<file path="src/psc_pkg.sv">
// ----------------------------------------------------------------------------
// PNG chunk span scanner package
// Shared types and constants: scan phases, status codes, signature bytes and
// the beats passed between the input stage, the scan core and the result stage.
// ----------------------------------------------------------------------------
package psc_pkg;

  // Result status codes.
  localparam logic [1:0] ST_OK     = 2'd0;
  localparam logic [1:0] ST_BADSIG = 2'd1;
  localparam logic [1:0] ST_TRUNC  = 2'd2;
  localparam logic [1:0] ST_BADLEN = 2'd3;

  // Chunk type IEND with its first byte in the low bits.
  localparam logic [31:0] IEND_CODE = 32'h444E_4549;
  // Every chunk ends with a 4-byte CRC.
  localparam logic [31:0] CRC_BYTES = 32'd4;
  // Largest byte count; the counter saturates here.
  localparam logic [31:0] SIZE_MAX  = 32'hFFFF_FFFF;
  // Smallest complete image: signature plus one empty chunk.
  localparam logic [31:0] MIN_IMAGE = 32'd20;

  // Scan phases, one-hot.
  typedef enum logic [4:0] {
    PH_SIG   = 5'b00001,
    PH_LEN   = 5'b00010,
    PH_TYPE  = 5'b00100,
    PH_SKIP  = 5'b01000,
    PH_DRAIN = 5'b10000
  } psc_phase_t;

  // One input beat.
  typedef struct packed {
    logic [7:0] data_byte;
    logic       stream_end;
  } psc_item_t;

  // One result beat.
  typedef struct packed {
    logic [1:0]  status;
    logic [31:0] image_size;
  } psc_result_t;

  // Expected byte of the 8-byte PNG signature at a given position.
  function automatic logic [7:0] sig_byte(input logic [2:0] idx);
    logic [7:0] val;
    unique case (idx)
      3'd0: val = 8'd137;
      3'd1: val = 8'd80;
      3'd2: val = 8'd78;
      3'd3: val = 8'd71;
      3'd4: val = 8'd13;
      3'd5: val = 8'd10;
      3'd6: val = 8'd26;
      3'd7: val = 8'd10;
      default: val = 8'd0;
    endcase
    return val;
  endfunction

endpackage

</file>
<file path="src/png_chunk_span_scanner_unit.sv">
// ----------------------------------------------------------------------------
// PNG chunk span scanner
// Walks a byte stream and reports the byte span of one embedded PNG image.
// ----------------------------------------------------------------------------
// Usage:
//   The input channel (valid, ready, data_byte, stream_end) carries one byte
//   per beat; stream_end marks the last byte of a stream. The result channel
//   (result_valid, result_ready, status, image_size) carries at most one beat
//   per input beat: ok with the image size, bad signature, truncated stream
//   or bad chunk length. After a result, bytes are dropped up to the stream
//   end, and the next byte starts a new scan.
//   A beat accepted into the input register is stepped through the scan core
//   once the result register has room and, if it makes a result, is loaded
//   into the result register. The block takes one byte every cycle as long
//   as the result register is empty or being drained; the single step of the
//   scan core between the input and result registers sets that rate.
//   When the receiver stalls with a result held, the scan core stops and the
//   input register holds its byte, so ready falls.
//   Reset clears the scan state and empties both registers.
// ----------------------------------------------------------------------------
module png_chunk_span_scanner_unit
  import psc_pkg::*;
(
  input  logic        clk,
  input  logic        rst,
  input  logic        valid,
  output logic        ready,
  input  logic [7:0]  data_byte,
  input  logic        stream_end,
  output logic        result_valid,
  input  logic        result_ready,
  output logic [1:0]  status,
  output logic [31:0] image_size
);

  psc_item_t   item_in;
  psc_item_t   item;
  psc_result_t res;
  logic        item_valid;
  logic        take;
  logic        res_hit;
  logic        out_free;

  assign item_in.data_byte  = data_byte;
  assign item_in.stream_end = stream_end;

  // A registered byte is stepped when the result register has room.
  assign take = item_valid && out_free;

  psc_in_stage u_in (
    .clk        (clk),
    .rst        (rst),
    .valid      (valid),
    .ready      (ready),
    .item_in    (item_in),
    .take       (take),
    .item_valid (item_valid),
    .item       (item)
  );

  psc_core u_core (
    .clk     (clk),
    .rst     (rst),
    .take    (take),
    .item    (item),
    .res_hit (res_hit),
    .res     (res)
  );

  psc_out_stage u_out (
    .clk          (clk),
    .rst          (rst),
    .load         (take && res_hit),
    .res          (res),
    .free         (out_free),
    .result_valid (result_valid),
    .result_ready (result_ready),
    .status       (status),
    .image_size   (image_size)
  );

  // A successful scan spans at least the signature and one empty chunk.
  assert property (@(posedge clk) disable iff (rst)
    (result_valid && status == ST_OK) |-> (image_size >= MIN_IMAGE))
    else $error("ok result with an image size below the minimum");

  // Failure results carry no size.
  assert property (@(posedge clk) disable iff (rst)
    (result_valid && status != ST_OK) |-> (image_size == 32'd0))
    else $error("failure result with a nonzero image size");

  // A held byte blocked by a full result register must back-pressure the input.
  assert property (@(posedge clk) disable iff (rst)
    (item_valid && !out_free) |-> !ready)
    else $error("input accepted while a stalled byte is held");

endmodule

</file>
<file path="src/psc_in_stage.sv">
// ----------------------------------------------------------------------------
// PNG chunk span scanner input stage
// Registers one input beat and offers it to the scan core.
// ----------------------------------------------------------------------------
module psc_in_stage
  import psc_pkg::*;
(
  input  logic      clk,
  input  logic      rst,
  input  logic      valid,
  output logic      ready,
  input  psc_item_t item_in,
  input  logic      take,
  output logic      item_valid,
  output psc_item_t item
);

  // The register can load when it is empty or its beat leaves this cycle.
  assign ready = !item_valid || take;

  // Occupancy flag.
  always_ff @(posedge clk) begin
    if (rst) begin
      item_valid <= 1'b0;
    end else if (ready) begin
      item_valid <= valid;
    end
  end

  // Payload register.
  always_ff @(posedge clk) begin
    if (valid && ready) begin
      item <= item_in;
    end
  end

endmodule

</file>
<file path="src/psc_core.sv">
// ----------------------------------------------------------------------------
// PNG chunk span scanner core
// Holds the scan state and advances it by one byte for each beat taken,
// producing at most one result beat.
// ----------------------------------------------------------------------------
module psc_core
  import psc_pkg::*;
(
  input  logic        clk,
  input  logic        rst,
  input  logic        take,
  input  psc_item_t   item,
  output logic        res_hit,
  output psc_result_t res
);

  psc_phase_t  phase, phase_next;
  logic [2:0]  field_index, field_index_next;
  logic [31:0] chunk_length, chunk_length_next;
  logic [31:0] chunk_type, chunk_type_next;
  logic [31:0] skip_remaining, skip_remaining_next;
  logic [31:0] bytes_seen, bytes_seen_next;
  logic        final_chunk, final_chunk_next;

  logic [31:0] bytes_inc;
  logic [31:0] len_shift;
  logic [31:0] type_or;
  logic [2:0]  fi_inc;
  logic [31:0] skip_dec;
  logic        restart;

  // Per-byte arithmetic shared by the phases.
  always_comb begin
    bytes_inc = (bytes_seen == SIZE_MAX) ? bytes_seen : bytes_seen + 32'd1;
    len_shift = {chunk_length[23:0], item.data_byte};
    type_or   = chunk_type | ({24'd0, item.data_byte} << {field_index[1:0], 3'b000});
    fi_inc    = field_index + 3'd1;
    skip_dec  = (skip_remaining == 32'd0) ? skip_remaining : skip_remaining - 32'd1;
  end

  // Next scan state and result.
  always_comb begin
    phase_next          = phase;
    field_index_next    = field_index;
    chunk_length_next   = chunk_length;
    chunk_type_next     = chunk_type;
    skip_remaining_next = skip_remaining;
    bytes_seen_next     = bytes_seen;
    final_chunk_next    = final_chunk;
    res_hit             = 1'b0;
    res.status          = ST_OK;
    res.image_size      = 32'd0;
    restart             = 1'b0;

    if (take) begin
      if (phase == PH_DRAIN) begin
        // Bytes after a result are dropped until the stream ends.
        restart = item.stream_end;
      end else begin
        bytes_seen_next = bytes_inc;
        unique case (phase)
          PH_SIG: begin
            if (item.data_byte != sig_byte(field_index)) begin
              res_hit    = 1'b1;
              res.status = ST_BADSIG;
            end else begin
              field_index_next = fi_inc;
              if (fi_inc == 3'd0) begin
                phase_next = PH_LEN;
              end
            end
          end
          PH_LEN: begin
            chunk_length_next = len_shift;
            field_index_next  = fi_inc;
            if (fi_inc == 3'd4) begin
              field_index_next = 3'd0;
              if (len_shift[31]) begin
                res_hit    = 1'b1;
                res.status = ST_BADLEN;
              end else begin
                chunk_type_next = 32'd0;
                phase_next      = PH_TYPE;
              end
            end
          end
          PH_TYPE: begin
            chunk_type_next  = type_or;
            field_index_next = fi_inc;
            if (fi_inc == 3'd4) begin
              field_index_next    = 3'd0;
              final_chunk_next    = (type_or == IEND_CODE);
              skip_remaining_next = chunk_length + CRC_BYTES;
              phase_next          = PH_SKIP;
            end
          end
          PH_SKIP: begin
            skip_remaining_next = skip_dec;
            if (skip_dec == 32'd0) begin
              if (final_chunk) begin
                res_hit        = 1'b1;
                res.status     = ST_OK;
                res.image_size = bytes_inc;
              end else begin
                chunk_length_next = 32'd0;
                field_index_next  = 3'd0;
                phase_next        = PH_LEN;
              end
            end
          end
          PH_DRAIN: begin
            phase_next = PH_DRAIN;
          end
          default: begin
            phase_next = PH_SIG;
          end
        endcase

        // A result either restarts the scan or waits for the stream end;
        // an end with no result of its own means the stream was cut short.
        if (res_hit) begin
          if (item.stream_end) begin
            restart = 1'b1;
          end else begin
            phase_next = PH_DRAIN;
          end
        end else if (item.stream_end) begin
          res_hit    = 1'b1;
          res.status = ST_TRUNC;
          restart    = 1'b1;
        end
      end
    end

    if (restart) begin
      phase_next          = PH_SIG;
      field_index_next    = 3'd0;
      chunk_length_next   = 32'd0;
      chunk_type_next     = 32'd0;
      skip_remaining_next = 32'd0;
      bytes_seen_next     = 32'd0;
      final_chunk_next    = 1'b0;
    end
  end

  // State registers.
  always_ff @(posedge clk) begin
    if (rst) begin
      phase          <= PH_SIG;
      field_index    <= 3'd0;
      chunk_length   <= 32'd0;
      chunk_type     <= 32'd0;
      skip_remaining <= 32'd0;
      bytes_seen     <= 32'd0;
      final_chunk    <= 1'b0;
    end else begin
      phase          <= phase_next;
      field_index    <= field_index_next;
      chunk_length   <= chunk_length_next;
      chunk_type     <= chunk_type_next;
      skip_remaining <= skip_remaining_next;
      bytes_seen     <= bytes_seen_next;
      final_chunk    <= final_chunk_next;
    end
  end

endmodule

</file>
<file path="src/psc_out_stage.sv">
// ----------------------------------------------------------------------------
// PNG chunk span scanner result stage
// Result register that holds one result beat until the receiver takes it.
// ----------------------------------------------------------------------------
module psc_out_stage
  import psc_pkg::*;
(
  input  logic        clk,
  input  logic        rst,
  input  logic        load,
  input  psc_result_t res,
  output logic        free,
  output logic        result_valid,
  input  logic        result_ready,
  output logic [1:0]  status,
  output logic [31:0] image_size
);

  // The slot is free when empty or when its beat is taken this cycle.
  assign free = !result_valid || result_ready;

  // Occupancy flag.
  always_ff @(posedge clk) begin
    if (rst) begin
      result_valid <= 1'b0;
    end else if (load) begin
      result_valid <= 1'b1;
    end else if (result_ready) begin
      result_valid <= 1'b0;
    end
  end

  // Payload register.
  always_ff @(posedge clk) begin
    if (load) begin
      status     <= res.status;
      image_size <= res.image_size;
    end
  end

endmodule

</file>
<file path="config.mk">
export PLATFORM = sky130hd
export DESIGN_NAME = png_chunk_span_scanner_unit
export DESIGN_NICKNAME = d
export VERILOG_FILES = /design/src/psc_pkg.sv /design/src/png_chunk_span_scanner_unit.sv /design/src/psc_in_stage.sv /design/src/psc_core.sv /design/src/psc_out_stage.sv
export SDC_FILE = /design/constraint.sdc
export NUM_CORES = 1
export LEC_CHECK = 0
export BUFFER_PORTS_ARGS = -buffer_cell sky130_fd_sc_hd__buf_2
export CORE_MARGIN = 5
export CORE_UTILIZATION = 55
export CTS_BUF_LIST = sky130_fd_sc_hd__clkbuf_4 sky130_fd_sc_hd__clkbuf_8
export CTS_CLUSTER_DIAMETER = 120
export DETAILED_ROUTE_END_ITERATION = 10
export PLACE_DENSITY = 0.73
export SKIP_CTS_REPAIR_TIMING = 1
export SLEW_MARGIN = 10
export SYNTH_ARGS = -nofsm -noshare
export SYNTH_HDL_FRONTEND = slang
export SYNTH_HIERARCHICAL = 1
export SYNTH_SLANG_ARGS = --single-unit
</file>
<file path="constraint.sdc">
create_clock -name clk -period 4.5 [get_ports clk]
set_input_delay 1.125 -clock clk [delete_from_list [all_inputs] [get_ports clk]]
set_output_delay 1.125 -clock clk [all_outputs]
set_load 0.02 [all_outputs]
</file>
==> impl_results.rst, run 1 <==
.. list-table::
   :header-rows: 1

   * - Metric
     - Value
   * - Result of the run
     - completed
   * - Slack of the worst reg-to-reg path
     - 500 ps
   * - Power Dens Cells
     - 278 mW/mm2
   * - Antenna violations before repair
     - 0
   * - Worst Setup End Kind
     - register
   * - Clock-pin slew of the registers on the worst-case setup and hold paths
     - 100 ps
   * - Clk sink count
     - 189
   * - Required time worst endpoint
     - 4870 ps
   * - Total power of the final layout
     - 3.05 mW
   * - Class of the worst hold path
     - reg -> reg
   * - Number of library cell types mapped by synthesis
     - 74
   * - Fin Clk Skew
     - 15.1 ps
   * - Post-synthesis sequential element count
     - 189
   * - Via count
     - 9112
   * - Final setup violation count
     - 0
   * - Number of design-rule violations left by the first detailed-router iteration
     - 997
   * - Net Count, Synth
     - 1264
   * - Source of the worst hold timing path
     - u_core/chunk_type[31]
   * - Setup slack after placement
     - 577 ps
   * - Synth top area share
     - 0.286
   * - Final Hold Viols
     - 0
   * - Number of cells in the finished layout apart from fillers
     - 1485
   * - Core region area
     - 0.0181 mm2
   * - Worst-Margin Slew
     - 929 ps
   * - Pin count of the biggest net entering global routing
     - 55
   * - Post-layout nets
     - 1267
   * - Number of cells produced by synthesis
     - 1240
   * - Prevailing post-synth register cell
     - sky130_fd_sc_hd__dfxtp_1
   * - Final Routed Wirelength
     - 25600 um
   * - Data arrival, critical path
     - 4360 ps
   * - Mean Syn Cell Area
     - 8.24 um2
   * - Number of remaining DRC errors
     - 0
   * - Total clock buffers created by CTS
     - 17
   * - Count of nets left with antenna violations after detail routing
     - 0
   * - Post-Route Setup TNS
     - 0 ps
   * - Via-per-instance ratio
     - 6.14
   * - CTS tree
     - built
   * - Leakage power
     - 3.65 nW
   * - Post-layout minimum cycle time
     - 4000 ps
   * - Launching point of the worst reg2reg path
     - u_core/skip_remaining[0]
   * - Number of iterations in the first detailed-routing pass
     - 5
   * - Fmax achieved
     - 250 MHz
   * - First-pass GRT wire length
     - 41800 um
   * - Total of max-cap violations
     - 0
   * - Detailed-route wire length per cell
     - 17.2 um
   * - Worst hold path endpoint
     - u_core/chunk_type[31]
   * - Buffer type at the clock tree root
     - sky130_fd_sc_hd__clkbuf_8
   * - Final Slew Violations
     - 0
   * - Worst-case headroom to the max-slew limit
     - 0.376
   * - Number of warnings reported in the yosys synthesis log
     - 6
   * - DP Cell Count
     - 1453
   * - Overall die area
     - 0.0214 mm2
   * - Worst setup margin
     - 502 ps
   * - RSZ-0062 raised after global routing
     - no
   * - Via count of the first global-routing pass
     - 8108
   * - Horiz. Die Dim
     - 146 um
   * - Ant diodes
     - 0
   * - Site Rows
     - 49
   * - Leading area contributor after synthesis
     - sky130_fd_sc_hd__dfxtp_1
   * - CTS H-tree lvls
     - 4
   * - Max VDD drop
     - 213 uV
   * - CTS max path bufs
     - 2
   * - Layout cell share with drive strength beyond 1
     - 0.122
   * - Ys async rst share
     - 0
   * - Critical setup path kind
     - reg -> reg
   * - Worst Path Max Fanout
     - 8
   * - Final design utilization
     - 0.605
   * - Final worst-path cycle share
     - 0.888
   * - Area overhead of the layout relative to synthesis
     - 7.50%
   * - Height of the die
     - 146 um
   * - Number of enable-type register cells in the synthesized netlist
     - 43
   * - Most frequent cell after synthesis
     - sky130_fd_sc_hd__nor2_1
   * - Fraction of the yosys area taken by sequential cells
     - 0.413
   * - Global placer's final weighted congestion
     - 0.950
   * - Ports
     - 49
   * - Startpoint Class
     - register
   * - Clock latency on the worst-skew pair
     - 470 ps
   * - Initial Util
     - 0.563
   * - Post-Syn Area
     - 0.0102 mm2
   * - Most common library cells after synthesis
     - sky130_fd_sc_hd__nor2_1 (151), sky130_fd_sc_hd__dfxtp_1 (146), sky130_fd_sc_hd__a21oi_1 (133)
   * - Total congestion overflow
     - 0
   * - Total global routing track utilization
     - 0.233
   * - Port bufs
     - 48
   * - Depth of the worst hold-timing path
     - 2
   * - Reg2reg path depth
     - 13
   * - Post-DP HPWL
     - 17700 um
   * - Biggest area contributors in the synthesized netlist
     - sky130_fd_sc_hd__dfxtp_1 (29%), sky130_fd_sc_hd__edfxtp_1 (13%), sky130_fd_sc_hd__a21oi_1 (6.5%), sky130_fd_sc_hd__nor2_1 (5.6%), sky130_fd_sc_hd__xor2_1 (4.1%)
metal layers:
layer  GRT usage  wire length, um  up-vias
met5           0                0        -
met4      0.0597              378        0
met3      0.0369             1600       37
met2       0.362            11600      332
met1       0.340            12000     4269
li1            -                -     4474
power by group:
part / switching (mW) / internal (mW) / leakage [nW]
Combinational: 0.121 / 0.0517 / 1.93
Clock: 0.680 / 0.421 / 0.199
Sequential: 0.0215 / 1.76 / 1.53
Total: 0.823 / 2.23 / 3.65
cell usage in the layout (no fill, tap or decap), types with 8 or more instances in the layout:
cell type                  synthesis  final
sky130_fd_sc_hd__a21oi_1         133    132
sky130_fd_sc_hd__and3_1           11     11
sky130_fd_sc_hd__and4_1            8      8
sky130_fd_sc_hd__buf_2             6     48
sky130_fd_sc_hd__buf_4             0     20
sky130_fd_sc_hd__clkbuf_8          0     17
sky130_fd_sc_hd__dfxtp_1         146    146
sky130_fd_sc_hd__edfxtp_1         43     43
sky130_fd_sc_hd__ha_1             11     11
sky130_fd_sc_hd__inv_1            29     29
sky130_fd_sc_hd__nand2_1          83     83
sky130_fd_sc_hd__nand2b_1          8      8
sky130_fd_sc_hd__nand3_1          83     82
sky130_fd_sc_hd__nand4_1          67     67
sky130_fd_sc_hd__nor2_1          151    151
sky130_fd_sc_hd__nor2_2           16     16
sky130_fd_sc_hd__nor3_1           34     33
sky130_fd_sc_hd__nor4_1           25     25
sky130_fd_sc_hd__o211ai_1          9      9
sky130_fd_sc_hd__o21ai_0          69     69
sky130_fd_sc_hd__or3_1            14     14
sky130_fd_sc_hd__xnor2_1          46     46
sky130_fd_sc_hd__xor2_1           48     48
state kept, by name (all words and copies together) (netlist names), named ones only:
register / count
u_core/bytes_seen: 32
u_core/chunk_length: 32
u_core/chunk_type: 32
u_core/skip_remaining: 32
u_out/image_size: 32
u_in/item: 9
u_core/phase: 5
u_core/field_index: 3
u_out/status: 2
u_core/final_chunk: 1
u_in/item_valid: 1
u_out/result_valid: 1
worst max path at each step:
stage                                   from  cells past startpoint                   end
floorplan                       result_ready                      9   u_out/image_size[0]
global placement    u_core/skip_remaining[0]                     13              register
detailed placement  u_core/skip_remaining[0]                     13              register
CTS                 u_core/skip_remaining[0]                     13              register
global route        u_core/skip_remaining[0]                     12  u_out/image_size[30]
finish              u_core/skip_remaining[0]                     13              register
layout make-up:
cell class	count	area (um2)
timing repair buffer	69	410
sequential	189	4210
clock inverter	14	150
inverter	30	113
fill	1622	7170
multi-input combinational	936	5560
tap	229	287
clock buffer	18	241
logic make-up after synthesis:
| group | after synthesis | synth area share |
|---|---|---|
| compound gates | 283 | 0.162 |
| xor+xnor | 94 | 0.0806 |
| fa+ha+maj | 11 | 0.0135 |
| buf+inv | 115 | 0.0459 |
| flops | 189 | 0.413 |
| mux | 9 | 0.00980 |
| simple gates | 539 | 0.275 |
critical path, cell delays in order (launching register included):
cell                        delay [ps]
sky130_fd_sc_hd__dfxtp_1           400
sky130_fd_sc_hd__inv_1             130
sky130_fd_sc_hd__ha_1              240
sky130_fd_sc_hd__nor3b_2           300
sky130_fd_sc_hd__nand4_1           400
sky130_fd_sc_hd__nor4_2            510
sky130_fd_sc_hd__a2bb2oi_1         190
sky130_fd_sc_hd__o2111ai_1         150
sky130_fd_sc_hd__nor4_2            410
sky130_fd_sc_hd__a21oi_2           130
sky130_fd_sc_hd__a32o_1            380
sky130_fd_sc_hd__inv_1             130
sky130_fd_sc_hd__ha_1              230
sky130_fd_sc_hd__mux2_1            280
per-stage QoR:
stage | instance area, um2 | hold slack, ps
floorplan | 10200 | 437
global route | 11000 | 504
finish | 11000 | 484
global placement | 10600 | 450
detailed placement | 10600 | 460
CTS | 11000 | 487
(Power assumes the default switching activity.)
==> run 2, diff against run 1 <==
ABC_AREA = 1   (was unset)
BUFFER_PORTS_ARGS = -buffer_cell sky130_fd_sc_hd__buf_4   (was -buffer_cell sky130_fd_sc_hd__buf_2)
CORE_MARGIN = 2   (was 5)
PLACE_DENSITY = 0.72   (was 0.73)
==> run 2 against run 1 <==
Against the previous run:
- first-iteration DRC count decreased by 8.2%
- combinational power increased by 20%
- cell count increased by 31%
- design area increased by 9.1%
- worst hold slack got worse by 33 ps
- worst setup slack improved by 280 ps
- wire length increased by 19%
==> impl_results.rst, run 2 <==
.. list-table::
   :header-rows: 1

   * - Metric
     - Value
   * - Total power of the final layout
     - 3.10 mW (was 3.05 mW)
   * - Power Dens Cells
     - 258 mW/mm2 (was 278 mW/mm2)
   * - Class of the worst hold path
     - reg -> reg (unchanged)
   * - Switching Fraction
     - 0.264 (was 0.270)
   * - Final worst-path cycle share
     - 0.826 (was 0.888)
   * - RSZ-0062 raised after global routing
     - no (unchanged)
   * - Final Slew Violations
     - 0 (unchanged)
   * - Required time worst endpoint
     - 4850 ps (was 4870 ps)
   * - Max VDD drop
     - 217 uV (was 213 uV)
   * - Biggest area contributors in the synthesized netlist
     - sky130_fd_sc_hd__dfxtp_1 (27%), sky130_fd_sc_hd__nand2_1 (13%), sky130_fd_sc_hd__edfxtp_1 (12%), sky130_fd_sc_hd__inv_1 (7.8%), sky130_fd_sc_hd__nor2_1 (7.5%) (was sky130_fd_sc_hd__dfxtp_1 (29%), sky130_fd_sc_hd__edfxtp_1 (13%), sky130_fd_sc_hd__a21oi_1 (6.5%), sky130_fd_sc_hd__nor2_1 (5.6%), sky130_fd_sc_hd__xor2_1 (4.1%))
   * - Post-layout minimum cycle time
     - 3720 ps (was 4000 ps)
   * - Critical setup path kind
     - reg -> reg (unchanged)
   * - Clock power share
     - 0.357 (was 0.361)
   * - Post-Route Setup TNS
     - 0 ps (unchanged)
   * - Detailed-route wire length per cell
     - 15.6 um (was 17.2 um)
   * - Synth top area share
     - 0.265 (was 0.286)
   * - Final Hold Viols
     - 0 (unchanged)
   * - Number of library cell types mapped by synthesis
     - 44 (was 74)
   * - Most common library cells after synthesis
     - sky130_fd_sc_hd__nand2_1 (380), sky130_fd_sc_hd__inv_1 (230), sky130_fd_sc_hd__nor2_1 (219) (was sky130_fd_sc_hd__nor2_1 (151), sky130_fd_sc_hd__dfxtp_1 (146), sky130_fd_sc_hd__a21oi_1 (133))
   * - Total of max-cap violations
     - 0 (unchanged)
   * - Post-Syn Area
     - 0.0110 mm2 (was 0.0102 mm2)
   * - Most frequent cell after synthesis
     - sky130_fd_sc_hd__nand2_1 (was sky130_fd_sc_hd__nor2_1)
   * - Ports
     - 49 (unchanged)
   * - Post-DP HPWL
     - 22200 um (was 17700 um)
   * - Number of enable-type register cells in the synthesized netlist
     - 43 (unchanged)
   * - Height of the die
     - 145 um (was 146 um)
   * - Sequential cell fraction of total power
     - 0.576 (was 0.583)
   * - Net Count, Synth
     - 1669 (was 1264)
   * - Register area
     - 0.00421 mm2 (unchanged)
   * - Worst setup margin
     - 783 ps (was 502 ps)
   * - Count of nets left with antenna violations after detail routing
     - 0 (unchanged)
   * - Clock latency on the worst-skew pair
     - 480 ps (was 470 ps)
   * - Via count of the first global-routing pass
     - 9570 (was 8108)
   * - Leading area contributor after synthesis
     - sky130_fd_sc_hd__dfxtp_1 (unchanged)
   * - Post-synthesis sequential element count
     - 189 (unchanged)
   * - CTS tree
     - built (unchanged)
   * - Clock-pin slew of the registers on the worst-case setup and hold paths
     - 100 ps (about the same)
   * - Number of cells produced by synthesis
     - 1645 (was 1240)
   * - Ant diodes
     - 0 (unchanged)
   * - Initial Util
     - 0.564 (was 0.563)
   * - Combinational share of power
     - 0.067 (was 0.057)
   * - Global placer's final weighted congestion
     - 0.985 (was 0.950)
   * - Slack of the worst reg-to-reg path
     - 780 ps (was 500 ps)
   * - Family with the most delay on the worst path
     - simple AND/OR/NAND/NOR gates (unchanged)
   * - Horiz. Die Dim
     - 145 um (was 146 um)
   * - Ys async rst share
     - 0 (unchanged)
   * - Overall die area
     - 0.0212 mm2 (was 0.0214 mm2)
   * - Most common cell after layout, fill and taps aside
     - sky130_fd_sc_hd__nand2_1 (was sky130_fd_sc_hd__nor2_1)
   * - Number of iterations in the first detailed-routing pass
     - 6 (was 5)
   * - Source of the worst hold timing path
     - u_core/chunk_type[27] (was u_core/chunk_type[31])
   * - Total congestion overflow
     - 0 (unchanged)
   * - Clk sink count
     - 189 (unchanged)
   * - Prevailing post-synth register cell
     - sky130_fd_sc_hd__dfxtp_1 (unchanged)
   * - Worst Path Max Fanout
     - 64 (was 8)
   * - Worst-case headroom to the max-slew limit
     - 0.289 (was 0.376)
   * - Final Routed Wirelength
     - 30300 um (was 25600 um)
   * - Worst Setup End Kind
     - register (unchanged)
   * - Final instance area
     - 0.0120 mm2 (was 0.0110 mm2)
   * - Data arrival, critical path
     - 4070 ps (was 4360 ps)
   * - Switching power summed over all nets
     - 0.816 mW (was 0.823 mW)
   * - Number of warnings reported in the yosys synthesis log
     - 6 (unchanged)
   * - Antenna violations before repair
     - 0 (unchanged)
   * - Layout cell share with drive strength beyond 1
     - 0.0865 (was 0.122)
   * - Mean Syn Cell Area
     - 6.69 um2 (was 8.24 um2)
   * - Pin count of the biggest net entering global routing
     - 74 (was 55)
   * - Final setup violation count
     - 0 (unchanged)
   * - CTS H-tree lvls
     - 4 (unchanged)
   * - Worst-Margin Slew
     - 1070 ps (was 929 ps)
   * - Fin Clk Skew
     - 13.6 ps (was 15.1 ps)
   * - Launching point of the worst reg2reg path
     - u_core/skip_remaining[0] (unchanged)
   * - Number of buffer and inverter instances along the worst setup path
     - 2 (unchanged)
   * - Total global routing track utilization
     - 0.284 (was 0.233)
   * - Fmax achieved
     - 269 MHz (was 250 MHz)
   * - Delay of the slowest cell on the worst path
     - 490 ps (was 510 ps)
   * - Filler Cell Count
     - 1966 (was 1622)
   * - Most frequent cells in the layout
     - sky130_fd_sc_hd__nand2_1 (380), sky130_fd_sc_hd__inv_1 (230), sky130_fd_sc_hd__nor2_1 (219) (was sky130_fd_sc_hd__nor2_1 (151), sky130_fd_sc_hd__dfxtp_1 (146), sky130_fd_sc_hd__a21oi_1 (132))
   * - Total clock buffers created by CTS
     - 17 (unchanged)
   * - Site Rows
     - 51 (was 49)
   * - Area occupied by multi-input gates
     - 0.00567 mm2 (was 0.00556 mm2)
   * - Post-layout nets
     - 1688 (was 1267)
   * - Number of remaining DRC errors
     - 0 (unchanged)
   * - Setup slack after placement
     - 851 ps (was 577 ps)
   * - Number of design-rule violations left by the first detailed-router iteration
     - 915 (was 997)
   * - Leakage power
     - 4.94 nW (was 3.65 nW)
   * - Area overhead of the layout relative to synthesis
     - 8.77% (was 7.50%)
   * - Power Internal
     - 2.28 mW (was 2.23 mW)
   * - CTS max path bufs
     - 2 (unchanged)
   * - Fraction of the yosys area taken by sequential cells
     - 0.383 (was 0.413)
   * - Core region area
     - 0.0195 mm2 (was 0.0181 mm2)
   * - Startpoint Class
     - register (unchanged)
   * - Port bufs
     - 48 (unchanged)
   * - Via count
     - 10600 (was 9112)
   * - Buffer type at the clock tree root
     - sky130_fd_sc_hd__clkbuf_8 (unchanged)
   * - Cells traversed along the worst timing path
     - inv_1 > ha_1 > nand2_2 > nor2_4 > nand2_2 > nor2_4 > inv_2 > a21oi_1 > nand2_1 > nor2_1 > nand3_2 > nand2_4 > nand3_4 > a21oi_1 > nor3_2 (was inv_1 > ha_1 > nor3b_2 > nand4_1 > nor4_2 > a2bb2oi_1 > o2111ai_1 > nor4_2 > a21oi_2 > a32o_1 > inv_1 > ha_1 > mux2_1)
   * - First-pass GRT wire length
     - 49000 um (was 41800 um)
   * - Launch point of the critical path
     - u_core/skip_remaining[0] (unchanged)
   * - Worst path slowest cell
     - sky130_fd_sc_hd__nand3_4 (was sky130_fd_sc_hd__nor4_2)
   * - Post-place instance area
     - 0.0116 mm2 (was 0.0106 mm2)
   * - Worst hold margin
     - 451 ps (was 484 ps)
   * - Result of the run
     - completed (unchanged)
   * - Via-per-instance ratio
     - 5.47 (was 6.14)
[run 2: stage by stage]
step	utilization	instances
after global routing	0.613	1942
after floorplan	-	1645
final	0.613	1942
after detailed placement	0.594	1910
after CTS	0.613	1942
after global placement	0.594	1910
[run 2: final timing paths]
| check | depth (start not counted) | endpoint |
|---|---|---|
| setup reg to reg | 15 | u_core/chunk_length[12] |
| hold / removal | 2 | u_core/chunk_type[27] |
| setup / recovery | 15 | u_core/chunk_length[12] |
| hold reg to reg | 2 | u_core/chunk_type[27] |
[run 2: layout make-up]
type,count,area share
Multi-Input combinational cell,1156,0.474
Sequential cell,189,0.352
Inverter,236,0.0740
Timing Repair Buffer,64,0.0412
Tap cell,265,0.0277
Clock buffer,18,0.0202
Clock inverter,14,0.0115
[run 2: kinds of logic after synthesis]
logic type,Yosys count,synth area share
buffers and inverters,300,0.105
AOI/OAI and AO/OA,319,0.159
and+or+nand+nor,794,0.315
xor gates and xnor gates,32,0.0255
adders and majority gates,11,0.0125
DFF,189,0.383
[run 2: worst register-to-register path: stages (launching register included)]
cell	delay (ps)
sky130_fd_sc_hd__dfxtp_1	330
sky130_fd_sc_hd__inv_1	170
sky130_fd_sc_hd__ha_1	300
sky130_fd_sc_hd__nand2_2	120
sky130_fd_sc_hd__nor2_4	230
sky130_fd_sc_hd__nand2_2	130
sky130_fd_sc_hd__nor2_4	190
sky130_fd_sc_hd__inv_2	280
sky130_fd_sc_hd__a21oi_1	240
sky130_fd_sc_hd__nand2_1	70
sky130_fd_sc_hd__nor2_1	280
sky130_fd_sc_hd__nand3_2	170
sky130_fd_sc_hd__nand2_4	140
sky130_fd_sc_hd__nand3_4	490
sky130_fd_sc_hd__a21oi_1	400
sky130_fd_sc_hd__nor3_2	60
[run 2: power groups by stage]
stage | clock network [mW] | registers [mW] | logic (mW)
final | 1.10 | 1.78 | 0.208
after global routing | 1.19 | 1.79 | 0.228
after CTS | 1.13 | 1.78 | 0.208
after detailed placement | 0 | 1.82 | 0.207
after global placement | 0 | 1.82 | 0.203
after floorplan | 0 | 1.83 | 0.119
[run 2: layer usage]
layer  track usage  part of all wire  up-vias
met4        0.0490            0.0072        0
met2         0.450              0.45      349
met3        0.0524             0.071       18
met5             0                 0        -
li1              -                 -     5388
met1         0.412              0.48     4867
